[src/sv/lr_pkg.sv]
// ----------------------------------------------------------------------------
// lr_pkg: shared types and constants for the line rasterizer
// Command codes, the default coordinate width and the per-pixel control
// group handed from the stepping core to the output register.
// ----------------------------------------------------------------------------
`default_nettype none

package lr_pkg;

  // Default coordinate width in bits
  localparam int COORD_BITS_DEFAULT = 12;

  // Command carried in tuser
  typedef enum logic {
    OP_LOAD = 1'b0,   // load endpoints, emit first pixel
    OP_STEP = 1'b1    // emit next pixel of the current line
  } op_t;

  // Control group that goes with one pixel
  typedef struct packed {
    logic valid;      // this transfer produces a pixel
    logic last;       // pixel is the far endpoint
  } pix_ctl_t;

endpackage

`default_nettype wire

[src/sv/lr_core.sv]
// ----------------------------------------------------------------------------
// lr_core: Bresenham line state and combinational pixel computation
// Holds the current pixel, error term and line setup. On each accepted
// transfer it computes the pixel to emit and updates the line state.
// ----------------------------------------------------------------------------
`default_nettype none

module lr_core
  import lr_pkg::*;
#(
  parameter int COORD_BITS = COORD_BITS_DEFAULT
) (
  input  wire logic                  clk,
  input  wire logic                  rst,
  input  wire logic                  fire,
  input  wire op_t                   op,
  input  wire logic [COORD_BITS-1:0] x_start,
  input  wire logic [COORD_BITS-1:0] y_start,
  input  wire logic [COORD_BITS-1:0] x_end,
  input  wire logic [COORD_BITS-1:0] y_end,
  output logic      [COORD_BITS-1:0] pix_x,
  output logic      [COORD_BITS-1:0] pix_y,
  output pix_ctl_t                   pix_ctl
);

  localparam int C  = COORD_BITS;
  localparam int EW = COORD_BITS + 3;   // error term width, signed

  // Line state
  logic [C-1:0]         cur_x;
  logic [C-1:0]         cur_y;
  logic [C-1:0]         major_end;
  logic [EW-1:0]        inc_straight;   // 2*|minor|
  logic [EW-1:0]        inc_diag;       // 2*|minor| - 2*|major|
  logic signed [EW-1:0] error_term;
  logic                 minor_step_negative;
  logic                 y_is_major;
  logic                 line_active;

  // Line setup from the endpoints
  logic [C-1:0]  adx, ady, maj_d, min_d;
  logic [C-1:0]  xa, ya, xb, yb;
  logic          ymaj0, swap0, minor_neg0, active0;
  logic [EW-1:0] err0, inc_str0, inc_diag0;

  always_comb begin
    adx        = (x_end >= x_start) ? (x_end - x_start) : (x_start - x_end);
    ady        = (y_end >= y_start) ? (y_end - y_start) : (y_start - y_end);
    ymaj0      = ady > adx;
    swap0      = ymaj0 ? (y_start > y_end) : (x_start > x_end);
    xa         = swap0 ? x_end   : x_start;
    ya         = swap0 ? y_end   : y_start;
    xb         = swap0 ? x_start : x_end;
    yb         = swap0 ? y_start : y_end;
    minor_neg0 = ymaj0 ? (xb < xa) : (yb < ya);
    maj_d      = ymaj0 ? ady : adx;
    min_d      = ymaj0 ? adx : ady;
    inc_str0   = {2'b00, min_d, 1'b0};
    inc_diag0  = inc_str0 - {2'b00, maj_d, 1'b0};
    err0       = inc_str0 - {3'b000, maj_d};
    active0    = maj_d != '0;
  end

  // One step along the current line
  logic                 move_minor;
  logic [C-1:0]         maj_cur, mnr_cur, maj_nxt, mnr_nxt;
  logic [C-1:0]         step_x, step_y;
  logic signed [EW-1:0] err_step;
  logic                 step_done;

  always_comb begin
    move_minor = !error_term[EW-1];
    maj_cur    = y_is_major ? cur_y : cur_x;
    mnr_cur    = y_is_major ? cur_x : cur_y;
    maj_nxt    = maj_cur + C'(1);
    if (!move_minor) begin
      mnr_nxt = mnr_cur;
    end else if (minor_step_negative) begin
      mnr_nxt = mnr_cur - C'(1);
    end else begin
      mnr_nxt = mnr_cur + C'(1);
    end
    step_x    = y_is_major ? mnr_nxt : maj_nxt;
    step_y    = y_is_major ? maj_nxt : mnr_nxt;
    err_step  = error_term + $signed(move_minor ? inc_diag : inc_straight);
    step_done = maj_nxt == major_end;
  end

  // Pixel emitted for this transfer
  always_comb begin
    if (op == OP_LOAD) begin
      pix_x         = xa;
      pix_y         = ya;
      pix_ctl.valid = 1'b1;
      pix_ctl.last  = !active0;
    end else begin
      pix_x         = step_x;
      pix_y         = step_y;
      pix_ctl.valid = line_active;
      pix_ctl.last  = step_done;
    end
  end

  // Line state update on each transfer
  always_ff @(posedge clk) begin
    if (rst) begin
      line_active <= 1'b0;
    end else if (fire) begin
      if (op == OP_LOAD) begin
        line_active <= active0;
      end else if (line_active) begin
        line_active <= !step_done;
      end
    end
  end

  always_ff @(posedge clk) begin
    if (fire) begin
      if (op == OP_LOAD) begin
        cur_x               <= xa;
        cur_y               <= ya;
        major_end           <= ymaj0 ? yb : xb;
        inc_straight        <= inc_str0;
        inc_diag            <= inc_diag0;
        error_term          <= $signed(err0);
        minor_step_negative <= minor_neg0;
        y_is_major          <= ymaj0;
      end else if (line_active) begin
        cur_x      <= step_x;
        cur_y      <= step_y;
        error_term <= err_step;
      end
    end
  end

  // Checks
  a_load_emits: assert property (@(posedge clk) disable iff (rst)
    (fire && op == OP_LOAD) |-> pix_ctl.valid)
    else $error("load transfer produced no pixel");

  a_idle_step_silent: assert property (@(posedge clk) disable iff (rst)
    (fire && op == OP_STEP && !line_active) |-> !pix_ctl.valid)
    else $error("step with no line produced a pixel");

  a_last_ends_line: assert property (@(posedge clk) disable iff (rst)
    (fire && pix_ctl.valid && pix_ctl.last) |=> !line_active)
    else $error("line still active after its last pixel");

  a_error_sign_bound: assert property (@(posedge clk) disable iff (rst)
    line_active |-> (error_term[EW-1] == error_term[EW-2]))
    else $error("error term out of range");

endmodule

`default_nettype wire

[src/sv/lr_out.sv]
// ----------------------------------------------------------------------------
// lr_out: pixel result register
// Captures a pixel on an input transfer and holds it until the downstream
// side takes it; input is accepted whenever the register is free or draining.
// ----------------------------------------------------------------------------
`default_nettype none

module lr_out
  import lr_pkg::*;
#(
  parameter int COORD_BITS = COORD_BITS_DEFAULT,
  parameter int OUT_BITS   = ((2 * COORD_BITS + 7) / 8) * 8
) (
  input  wire logic                  clk,
  input  wire logic                  rst,
  input  wire logic                  fire,
  input  wire logic [COORD_BITS-1:0] pix_x,
  input  wire logic [COORD_BITS-1:0] pix_y,
  input  wire pix_ctl_t              pix_ctl,
  output logic                       in_ready,
  output logic                       m_tvalid,
  input  wire logic                  m_tready,
  output logic [OUT_BITS-1:0]        m_tdata,   // point_x, point_y
  output logic                       m_tlast    // last_point
);

  logic [COORD_BITS-1:0] out_x;
  logic [COORD_BITS-1:0] out_y;
  logic                  out_last;

  // Free to take a transfer when empty or being drained this cycle
  assign in_ready = !m_tvalid || m_tready;

  always_ff @(posedge clk) begin
    if (rst) begin
      m_tvalid <= 1'b0;
    end else if (fire && pix_ctl.valid) begin
      m_tvalid <= 1'b1;
    end else if (m_tready) begin
      m_tvalid <= 1'b0;
    end
  end

  always_ff @(posedge clk) begin
    if (fire && pix_ctl.valid) begin
      out_x    <= pix_x;
      out_y    <= pix_y;
      out_last <= pix_ctl.last;
    end
  end

  assign m_tdata = OUT_BITS'({out_y, out_x});
  assign m_tlast = out_last;

  // Checks
  a_no_overwrite: assert property (@(posedge clk) disable iff (rst)
    (m_tvalid && !m_tready) |-> !fire)
    else $error("input taken while result stalled");

  a_pixel_lands: assert property (@(posedge clk) disable iff (rst)
    (fire && pix_ctl.valid) |=> m_tvalid)
    else $error("pixel not registered");

  a_drain_empty: assert property (@(posedge clk) disable iff (rst)
    (m_tvalid && m_tready && !(fire && pix_ctl.valid)) |=> !m_tvalid)
    else $error("result repeated after transfer");

endmodule

`default_nettype wire

[src/sv/line_rasterizer_top.sv]
// ----------------------------------------------------------------------------
// line_rasterizer_top: Bresenham line stepper
// A pixel appears on the master side in the cycle after its transfer.
// Throughput: one item per cycle while m_tready is high; one add and
// compare on the error term per step; the result register frees when taken.
// Reset: synchronous, clears the line-active flag and the result valid.
// ----------------------------------------------------------------------------
`default_nettype none

module line_rasterizer_top
  import lr_pkg::*;
#(
  parameter int COORD_BITS = COORD_BITS_DEFAULT,
  parameter int IN_BITS    = ((4 * COORD_BITS + 7) / 8) * 8,
  parameter int OUT_BITS   = ((2 * COORD_BITS + 7) / 8) * 8
) (
  input  wire logic                clk,
  input  wire logic                rst,
  input  wire logic                s_tvalid,
  output logic                     s_tready,
  input  wire logic [IN_BITS-1:0]  s_tdata,   // x_start, y_start, x_end, y_end
  input  wire logic [0:0]          s_tuser,   // op
  output logic                     m_tvalid,
  input  wire logic                m_tready,
  output logic [OUT_BITS-1:0]      m_tdata,   // point_x, point_y
  output logic                     m_tlast    // last_point
);

  localparam int C = COORD_BITS;

  logic          fire;
  op_t           op;
  logic [C-1:0]  x_start, y_start, x_end, y_end;
  logic [C-1:0]  pix_x, pix_y;
  pix_ctl_t      pix_ctl;

  // Unpack the slave transfer
  assign fire    = s_tvalid && s_tready;
  assign op      = op_t'(s_tuser[0]);
  assign x_start = s_tdata[C-1:0];
  assign y_start = s_tdata[2*C-1:C];
  assign x_end   = s_tdata[3*C-1:2*C];
  assign y_end   = s_tdata[4*C-1:3*C];

  lr_core #(
    .COORD_BITS(COORD_BITS)
  ) u_core (
    .clk     (clk),
    .rst     (rst),
    .fire    (fire),
    .op      (op),
    .x_start (x_start),
    .y_start (y_start),
    .x_end   (x_end),
    .y_end   (y_end),
    .pix_x   (pix_x),
    .pix_y   (pix_y),
    .pix_ctl (pix_ctl)
  );

  lr_out #(
    .COORD_BITS(COORD_BITS),
    .OUT_BITS  (OUT_BITS)
  ) u_out (
    .clk      (clk),
    .rst      (rst),
    .fire     (fire),
    .pix_x    (pix_x),
    .pix_y    (pix_y),
    .pix_ctl  (pix_ctl),
    .in_ready (s_tready),
    .m_tvalid (m_tvalid),
    .m_tready (m_tready),
    .m_tdata  (m_tdata),
    .m_tlast  (m_tlast)
  );

endmodule

`default_nettype wire
[config.mk]
export PLATFORM = sky130hd
export DESIGN_NAME = line_rasterizer_top
export DESIGN_NICKNAME = d
export VERILOG_FILES = /design/src/sv/lr_pkg.sv /design/src/sv/lr_core.sv /design/src/sv/lr_out.sv /design/src/sv/line_rasterizer_top.sv
export SDC_FILE = /design/constraint.sdc
export NUM_CORES = 1
export LEC_CHECK = 0
export BUFFER_PORTS_ARGS = -buffer_cell sky130_fd_sc_hd__buf_2
export CAP_MARGIN = 25
export CORE_ASPECT_RATIO = 2
export CORE_MARGIN = 2
export CORE_UTILIZATION = 25
export DETAILED_ROUTE_END_ITERATION = 8
export PLACE_DENSITY = 0.39
export SKIP_LAST_GASP = 1
export SYNTH_ARGS = -nofsm -noshare
export SYNTH_HDL_FRONTEND = slang
export SYNTH_SLANG_ARGS = --single-unit
[constraint.sdc]
create_clock -name clk -period 26.6 [get_ports clk]
set_clock_uncertainty 0.05 [all_clocks]
set_input_delay 6.65 -clock clk [delete_from_list [all_inputs] [get_ports clk]]
set_output_delay 6.65 -clock clk [all_outputs]
set_load 0.01 [all_outputs]
==> results of run 1 <==
-- Yosys cell counts, types with 8 or more instances --
master    number  area [um^2]
edfxtp_1      78         2342
buf_2         12        60.06
ha_1          91         1139
a21oi_1      133        665.6
o21a_1        10        75.07
a31oi_1       20        125.1
clkbuf_1      40        150.1
nor3_1        29        145.1
nand4_1       12        75.07
nand2_1       93        349.1
xor2_1        24        210.2
nand3b_1       8        60.06
buf_1         13        48.80
nor2_1       110        412.9
mux2_2        27        304.0
o211ai_1      13        97.59
o21ai_0       97        485.5
nor2b_1       24        150.1
inv_1         97        364.1
a21o_1        36        270.3
o21bai_1      13        97.59
or3_1         10        62.56
o22ai_1       12        75.07
and3_1        10        62.56
xnor2_1       51        446.7
a211oi_1      30        225.2
nand2b_1      10        62.56
nand3_1       30        150.1
and2_1        13        81.33
mux2i_1       21        210.2
-- layout make-up --
class | count | area (um^2) | area share (%)
clock buffer | 10 | 229.0 | 2.000
sequential | 80 | 2382 | 20.80
clock inverter | 6 | 67.56 | 0.5900
timing repair buffer | 90 | 490.5 | 4.283
tap | 535 | 669.4 | 5.846
inverter | 99 | 371.6 | 3.245
multi-input combinational | 1046 | 7241 | 63.23
-- cell families (layout without fill, tap and decap cells) --
| logic type | count (synthesis) | after routing | synth area share (%) |
|---|---|---|---|
| buf+inv | 167 | 205 | 6.439 |
| mux | 48 | 48 | 5.012 |
| simple gates | 391 | 391 | 18.93 |
| fa+ha+maj | 101 | 101 | 12.77 |
| compound gates | 431 | 431 | 27.23 |
| flops | 80 | 80 | 23.22 |
| xor+xnor | 75 | 75 | 6.402 |
-- state kept, by name, summed over array words and instances (netlist names) --
name	flops
u_core.error_term	14
u_core.inc_diag	13
u_core.inc_straight	12
u_core.major_end	12
u_out.out_x	12
u_out.out_y	12
u_core.line_active	1
u_core.minor_step_negative	1
u_core.y_is_major	1
u_out.m_tlast	1
u_out.m_tvalid	1
-- worst paths after layout --
kind | from | end
max | s_tdata[24] | u_core.error_term[12]
min | u_core.line_active | u_core.line_active
max reg2reg | u_core.error_term[14] | u_core.error_term[12]
min reg2reg | u_core.line_active | u_core.line_active
-- through the flow --
step	instance area, um^2	std cells	power (mW)	hold slack (ps)	util, %
floorplan	10260	1293	0.8350	438.2	-
global placement	11130	1849	1.041	450.4	27.34
detailed placement	11130	1849	1.048	451.6	27.34
CTS	11430	1865	1.185	460.7	28.07
global route	11450	1866	1.287	504.4	28.12
finish	11450	1866	1.174	458.5	28.12
-- critical path, delay by kind of cell --
kind | cells | cell delay [ps]
xor gates and xnor gates | 1 | 500
adders and majority gates | 5 | 1820
and+or+nand+nor | 7 | 1500
AOI/OAI and AO/OA | 13 | 3330
buffers and inverters | 6 | 990
-- layer usage --
layer  vias up  share of wire [%]  wire length, um  global-route usage, %
li1       4791                  -                -                      -
met1      4545                 47            16310                  21.79
met2       196                 48            16770                  27.86
met3        26                3.8             1332                  2.308
met4         2                1.7              583                  3.893
met5         -              0.020                7                      0
-- power groups by stage --
stage               Clock (mW)  Sequential, mW  Combinational, mW
finish                   0.131           0.219              0.823
global route             0.139           0.223              0.925
CTS                      0.135           0.220              0.831
detailed placement           0           0.223              0.825
global placement             0           0.222              0.819
floorplan                    0           0.219              0.616
==> impl_results.md, run 1 <==
* Peak VDD IR at 0.00006107 V
* Syn. warnings at 0
* Setup crit start kind: input pin
* DRC viols at 0
* Core ar. at 40730 um^2
* Clock network power share at 11.2%
* Max-slew violations at 0
* Part of the power in registers at 18.7%
* Largest net degree at the start of global routing at 95
* Number of I/O port buffers at 79
* Hold path depth at 2
* Power density over the cells at 102.5 nW/um^2
* Sequential-to-total area share from yosys stat at 23.22%
* Root Buffer: clkbuf_16
* Fillers at 4480
* Worst-path clk slew at 60 ps
* Die footprint at 42770 um^2
* Synth Register Bits at 80
* Die W at 147.2 um
* Setup WS post-layout at 11840 ps
* Place WS at 11550 ps
* GRT Total Usage at 16.36%
* Max_slew headroom at 39.10%
* Crit path largest cell delay at 760 ps
* Cts repair resizes at 0
* Critical Path AT at 14820 ps
* Fraction of layout cells with a size suffix above 1 at 12.10%
* Commonest non-fill, non-tap cell in the layout: a21oi_1
* Internal power at 0.5972 mW
* # setup viols final at 0
* Cells after Synth at 1293
* I/O pin total at 80
* Clk sinks at 80
* Final min period at 14760 ps
* CTS H-tree lvls at 3
* Total gr overflow at 0
* FF-to-FF path depth at 16
* Vias in the first global route at 9559
* Switching pwr at 0.5768 mW
* Total wire length at 35010 um
* Switching share of power at 49.13%
* Outcome: complete, no violations
* R2R setup slack at 22150 ps
* Drt pass-1 iters at 5
* Post-synth EDFFs at 78
* Starting density of the core at 25.19%
* DRT antenna net count at 0
* Leakage at 4.723 nW
* Hold Path Class: reg2reg
* Clk buf depth at 2
* FFs w/ async S/R, synth at 0%
* Worst path most repeated cell: a21oi_1
* Worst-path fanout max at 48
* Period utilisation layout at 55.50%
* Max Fclk at 67.74 MHz
* Area growth, synth to finish at 11.61%
* Commonest cells after routing, fill and taps aside: 133 x a21oi_1, 110 x nor2_1, 97 x o21ai_0
* Total CTS buffers at 9
* Unrepaired setup endpoints after global routing: false
* Tightest Pin Transition at 910.0 ps
* RePlAce Congestion at 0.8815
* Antenna diodes at 0
* FP Rows at 105
* CP Capture Type: flop
* Vias/cell at 5.123
* Initial antenna violation count at 1
* Crit-path slowest cell: a2bb2oi_1
* Post-DP HPWL at 27800 um
* CP required at 26660 ps
* CTS tree: built
* Synthesized Nets at 1444
* WL/cell at 18.76 um
* First-pass GRT wire length at 54860 um
* Nets at 1477
* Netlist Area Pre-Place at 10260 um^2
* Fin. Hold Viols at 0
* Worst-Skew Late Latency at 370 ps
* Max cap viols at 0
* Routed vias at 9560
* Syn_area_per_cell at 7.935 um^2
* Synth unique cells at 86
* Postcts setup bufs at 0
* Total negative slack at 0 ps
* Primary FF master, synth: edfxtp_1
* Comb pwr share at 70.1%
* CTS Hold Bufs at 0
* Die height at 290.5 um
* Crit Path Class: in2reg
* Initial DRC count at 553
No activity file was read; power rests on OpenSTA's default activity.
==> run 2: changes to the inputs <==
==> constraint.sdc (replaced) <==
create_clock -name clk -period 14.6 [get_ports clk]
set_clock_uncertainty 0.05 [all_clocks]
set_input_delay 3.65 -clock clk [delete_from_list [all_inputs] [get_ports clk]]
set_output_delay 3.65 -clock clk [all_outputs]
set_load 0.01 [all_outputs]
==> impl_results.md, run 2 (synthesized netlist as in run 1, its figures left out) <==
* Outcome: complete, no violations
* Root Buffer: clkbuf_16
* CTS H-tree lvls at 3
* Hold path depth at 2
* Antenna diodes at 0
* CP Capture Type: flop
* Max reg flops at 14
* Fillers at 4454
* Worst-path clk slew at 70 ps
* Setup crit start kind: input pin
* DRT antenna net count at 0
* Max cap viols at 0
* Power Total at 2.130 mW
* Leakage at 4.733 nW
* Top Registers: u_core.error_term (14), u_core.inc_diag (13)
* Power density over the cells at 185.9 nW/um^2
* Top delay family on crit path: compound AO/OA/AOI/OAI gates
* Die W at 147.2 um
* Period utilisation layout at 80.00%
* RePlAce Congestion at 0.8804
* Total negative slack at 0 ps
* Hold Path Class: reg2reg
* Max_slew headroom at 36.31%
* Cts repair resizes at 0
* First-pass GRT wire length at 54170 um
* Vias in the first global route at 9346
* FP Rows at 105
* Fin. Hold Viols at 0
* Commonest non-fill, non-tap cell in the layout: a21oi_1
* Routed vias at 9514
* Placed Instances at 1849
* Die height at 290.5 um
* Crit-path slowest cell: a2bb2oi_1
* Starting density of the core at 25.19%
* Vias/cell at 5.099
* Clk buf depth at 2
* CP required at 14660 ps
* Number of I/O port buffers at 79
* Initial DRC count at 509
* Total CTS buffers at 9
* Area growth, synth to finish at 11.67%
* Fin cells at 1866
* WL/cell at 18.59 um
* Max Fclk at 85.62 MHz
* Critical Path Stages at 32
* Fin area at 11460 um^2
* Die footprint at 42770 um^2
* Worst path most repeated cell: a21oi_1
* Postcts setup bufs at 0
* Clk sinks at 80
* DRC viols at 0
* # setup viols final at 0
* I/O pin total at 80
* Crit Path Class: in2reg
* Initial antenna violation count at 1
* Crit path largest cell delay at 800 ps
* FF-to-FF path depth at 16
* Register Area at 2382 um^2
* Critical Path AT at 11740 ps
* Largest net degree at the start of global routing at 97
* Total wire length at 34690 um
* Tightest Pin Transition at 951.6 ps
* Fraction of layout cells with a size suffix above 1 at 12.17%
* Placement Cell Area at 11130 um^2
* Max-slew violations at 0
* Unrepaired setup endpoints after global routing: false
* Core ar. at 40730 um^2
* Worst-Skew Late Latency at 360 ps
* Worst Path Buf+Inv at 6
* Post-DP HPWL at 27830 um
* GRT Total Usage at 16.23%
* Worst-path fanout max at 48
* Final hold slack at 468.1 ps
* Drt pass-1 iters at 5
* Final min period at 11680 ps
* Peak VDD IR at 0.0001155 V
* Commonest cells after routing, fill and taps aside: 133 x a21oi_1, 110 x nor2_1, 97 x o21ai_0
* Nets at 1477
* Total gr overflow at 0
* Multi-input logic area at 7241 um^2
* CTS Hold Bufs at 0
* Most flops, register: u_core.error_term
* CTS tree: built
## run 2: changes by cell type in the layout (fill, tap and decap cells not counted), sizes merged
| cell | delta |
|---|---|
| clkbuf | -1 |
| clkinv | +2 |
| clkinvlp | -1 |
## run 2: metrics by stage
stage | setup slack, ps | util [%]
finish | 2920 | 28.13
global route | 2327 | 28.13
CTS | 2959 | 28.06
detailed placement | 2588 | 27.34
global placement | 2890 | 27.34
floorplan | 3465 | -
## run 2: where the power goes
group / switching [mW] / internal [mW]
sequential: 0.0345 / 0.368
combinational: 0.904 / 0.587
clock: 0.104 / 0.133
## run 2: final cells by class
| type | count | area share [%] |
|---|---|---|
| Clock buffer | 9 | 1.966 |
| Sequential cell | 80 | 20.79 |
| Inverter | 99 | 3.243 |
| Clock inverter | 7 | 0.6116 |
| Timing Repair Buffer | 90 | 4.346 |
| Multi-Input combinational cell | 1046 | 63.20 |
| Tap cell | 535 | 5.843 |
## run 2: worst paths after layout
check / end / start / slack (ps)
setup / recovery: u_core.error_term[12] / s_tdata[24] / 2920
hold / removal: u_core.line_active / u_core.line_active / 470
setup reg to reg: u_out.out_x[10] / u_core.y_is_major / 10030
hold reg to reg: u_core.line_active / u_core.line_active / 470
## run 2: worst register-to-register path, stage by stage (launching register included)
cell	delay, ps
edfxtp_1	320
buf_4	410
buf_4	500
mux2_2	430
fa_1	440
a21o_1	200
a21oi_1	220
o21bai_1	100
a21oi_1	300
o21bai_1	110
a21oi_1	240
o21bai_1	100
a21oi_1	200
xor2_1	220
o21ai_0	120
a211oi_1	280
a31oi_1	70
## run 2: routing by layer
metal  vias to the layer above  wire, um  global-route usage [%]
li1                       4788         -                       -
met1                      4481     16420                   22.13
met2                       214     16430                   27.21
met3                        29      1236                   1.915
met4                         2       587                   4.057
met5                         -        13                       0
==> run 3: changes to the inputs <==
==> constraint.sdc (replaced) <==
create_clock -name clk -period 11.7 [get_ports clk]
set_clock_uncertainty 0.05 [all_clocks]
set_input_delay 2.925 -clock clk [delete_from_list [all_inputs] [get_ports clk]]
set_output_delay 2.925 -clock clk [all_outputs]
set_load 0.01 [all_outputs]
==> impl_results.md, run 3 (synthesized netlist as in run 1, its figures left out) <==
* Power density over the cells at 233.9 nW/um^2
* Period utilisation layout at 92.00%
* Routed vias at 9628
* CP Capture Type: flop
* Final hold slack at 466.4 ps
* Drt pass-1 iters at 7
* Die W at 147.2 um
* Worst-path clk slew at 70 ps
* Comb pwr share at 70.2%
* GR peak layer: met2
* Crit-path slowest cell: nor4_1
* Initial DRC count at 543
* Most flops, register: u_core.error_term
* Max-slew violations at 0
* Max Fclk at 92.90 MHz
* FF-to-FF path depth at 16
* Root Buffer: clkbuf_16
* RePlAce Congestion at 0.8920
* Fraction of layout cells with a size suffix above 1 at 12.35%
* DRC viols at 0
* Core ar. at 40730 um^2
* Worst-path fanout max at 19
* Number of I/O port buffers at 79
* Commonest non-fill, non-tap cell in the layout: a21oi_1
* Area growth, synth to finish at 12.05%
* Critical R2R Capture: u_core.error_term[12]
* Crit Path Class: in2reg
* I/O pin total at 80
* Nets at 1482
* WL/cell at 18.94 um
* First-pass GRT wire length at 54800 um
* Worst-Skew Late Latency at 370 ps
* Switching share of power at 49.27%
* Switching pwr at 1.325 mW
* Total CTS buffers at 9
* Internal power at 1.364 mW
* Max cap viols at 0
* Die height at 290.5 um
* Reg-to-reg startpoint: u_core.error_term[14]
* Vias in the first global route at 9480
* Leakage at 4.752 nW
* Antenna diodes at 0
* Fin. Hold Viols at 0
* Die footprint at 42770 um^2
* FP Rows at 105
* Largest net degree at the start of global routing at 63
* CTS tree: built
* Clk buf depth at 2
* Post-DP HPWL at 28420 um
* # setup viols final at 0
* HP Start: u_core.line_active
* Setup crit start kind: input pin
* Fillers at 4477
* Part of the power in registers at 18.6%
* Total wire length at 35440 um
* Met2 Use GR at 28.08%
* Fin cells at 1871
* Unrepaired setup endpoints after global routing: false
* Worst Hold End: u_core.line_active
* Top Registers: u_core.error_term (14), u_core.inc_diag (13)
* Clock network power share at 11.2%
* Multi-input logic area at 7241 um^2
* Starting density of the core at 25.19%
* Total gr overflow at 0
* CP required at 11770 ps
* Tightest Pin Transition at 880.2 ps
* Max_slew headroom at 40.97%
* Final Core Density at 28.23%
* Vias/cell at 5.146
* Peak VDD IR at 0.0001287 V
* Clk sinks at 80
* Total negative slack at 0 ps
* GRT Total Usage at 16.49%
* Hold Path Class: reg2reg
* DRT antenna net count at 0
* Cts repair resizes at 0
* Hold path depth at 2
* CTS H-tree lvls at 3
* Commonest cells after routing, fill and taps aside: 133 x a21oi_1, 110 x nor2_1, 97 x o21ai_0
* Placed Instances at 1854
* Worst path most repeated cell: a21oi_1
* Register Area at 2382 um^2
* Crit path largest cell delay at 490 ps
* Met3 Use GR at 2.166%
* Initial antenna violation count at 1
* Power Total at 2.689 mW
* Final min period at 10760 ps
* Critical Path AT at 10830 ps
* Outcome: complete, no violations
* Max reg flops at 14
* CTS Hold Bufs at 0
* R2R setup slack at 7320 ps
* Postcts setup bufs at 0
* M1 GR Usage at 21.40%
-- run 3: cell types whose count changed in the layout (fill, tap and decap cells not counted), sizes merged --
cell	change
buf	+5
-- run 3: power groups by stage --
stage	clock network, mW	registers, mW	logic [mW]
floorplan	0	0.498	1.40
global placement	0	0.504	1.88
detailed placement	0	0.508	1.90
CTS	0.310	0.501	1.91
global route	0.318	0.510	2.12
finish	0.300	0.500	1.89
-- run 3: worst max-delay path by stage --
| stage | slack [ps] | start | cells after the start | end |
|---|---|---|---|---|
| floorplan | 1290 | s_tdata[24] | 37 | u_core.error_term[12] |
| global placement | 830 | s_tdata[24] | 32 | u_core.error_term[12] |
| detailed placement | 610 | s_tdata[7] | 30 | u_core.error_term[12] |
| CTS | 980 | s_tdata[7] | 30 | u_core.error_term[12] |
| global route | 410 | s_tdata[24] | 34 | u_core.error_term[12] |
| finish | 940 | s_tdata[7] | 30 | u_core.error_term[12] |
-- run 3: per-layer routing --
layer / vias to the layer above / routed length (um)
li1: 4811 / -
met1: 4585 / 16400
met2: 188 / 16920
met3: 42 / 1102
met4: 2 / 998
met5: - / 17
-- run 3: area by class of cell --
cell class | instances | area share [%]
Clock buffer | 9 | 1.959
Clock inverter | 7 | 0.6204
Tap cell | 535 | 5.823
Timing Repair Buffer | 95 | 4.658
Inverter | 99 | 3.232
Sequential cell | 80 | 20.72
Multi-Input combinational cell | 1046 | 62.98
-- run 3: stage by stage --
step / area, um^2 / setup WS (ps)
finish: 11500 / 935.5
global route: 11500 / 411.3
CTS: 11470 / 984.6
detailed placement: 11170 / 606.9
global placement: 11170 / 832.9
floorplan: 10260 / 1290
-- run 3: critical path, delay by kind of cell --
family	cells	cell delay [ps]
buffers and inverters	5	610
multiplexers	1	420
XOR/XNOR	1	290
AO/OA/AOI/OAI	13	3190
adder cells (fa/ha/maj)	4	1750
AND/OR/NAND/NOR	6	1630
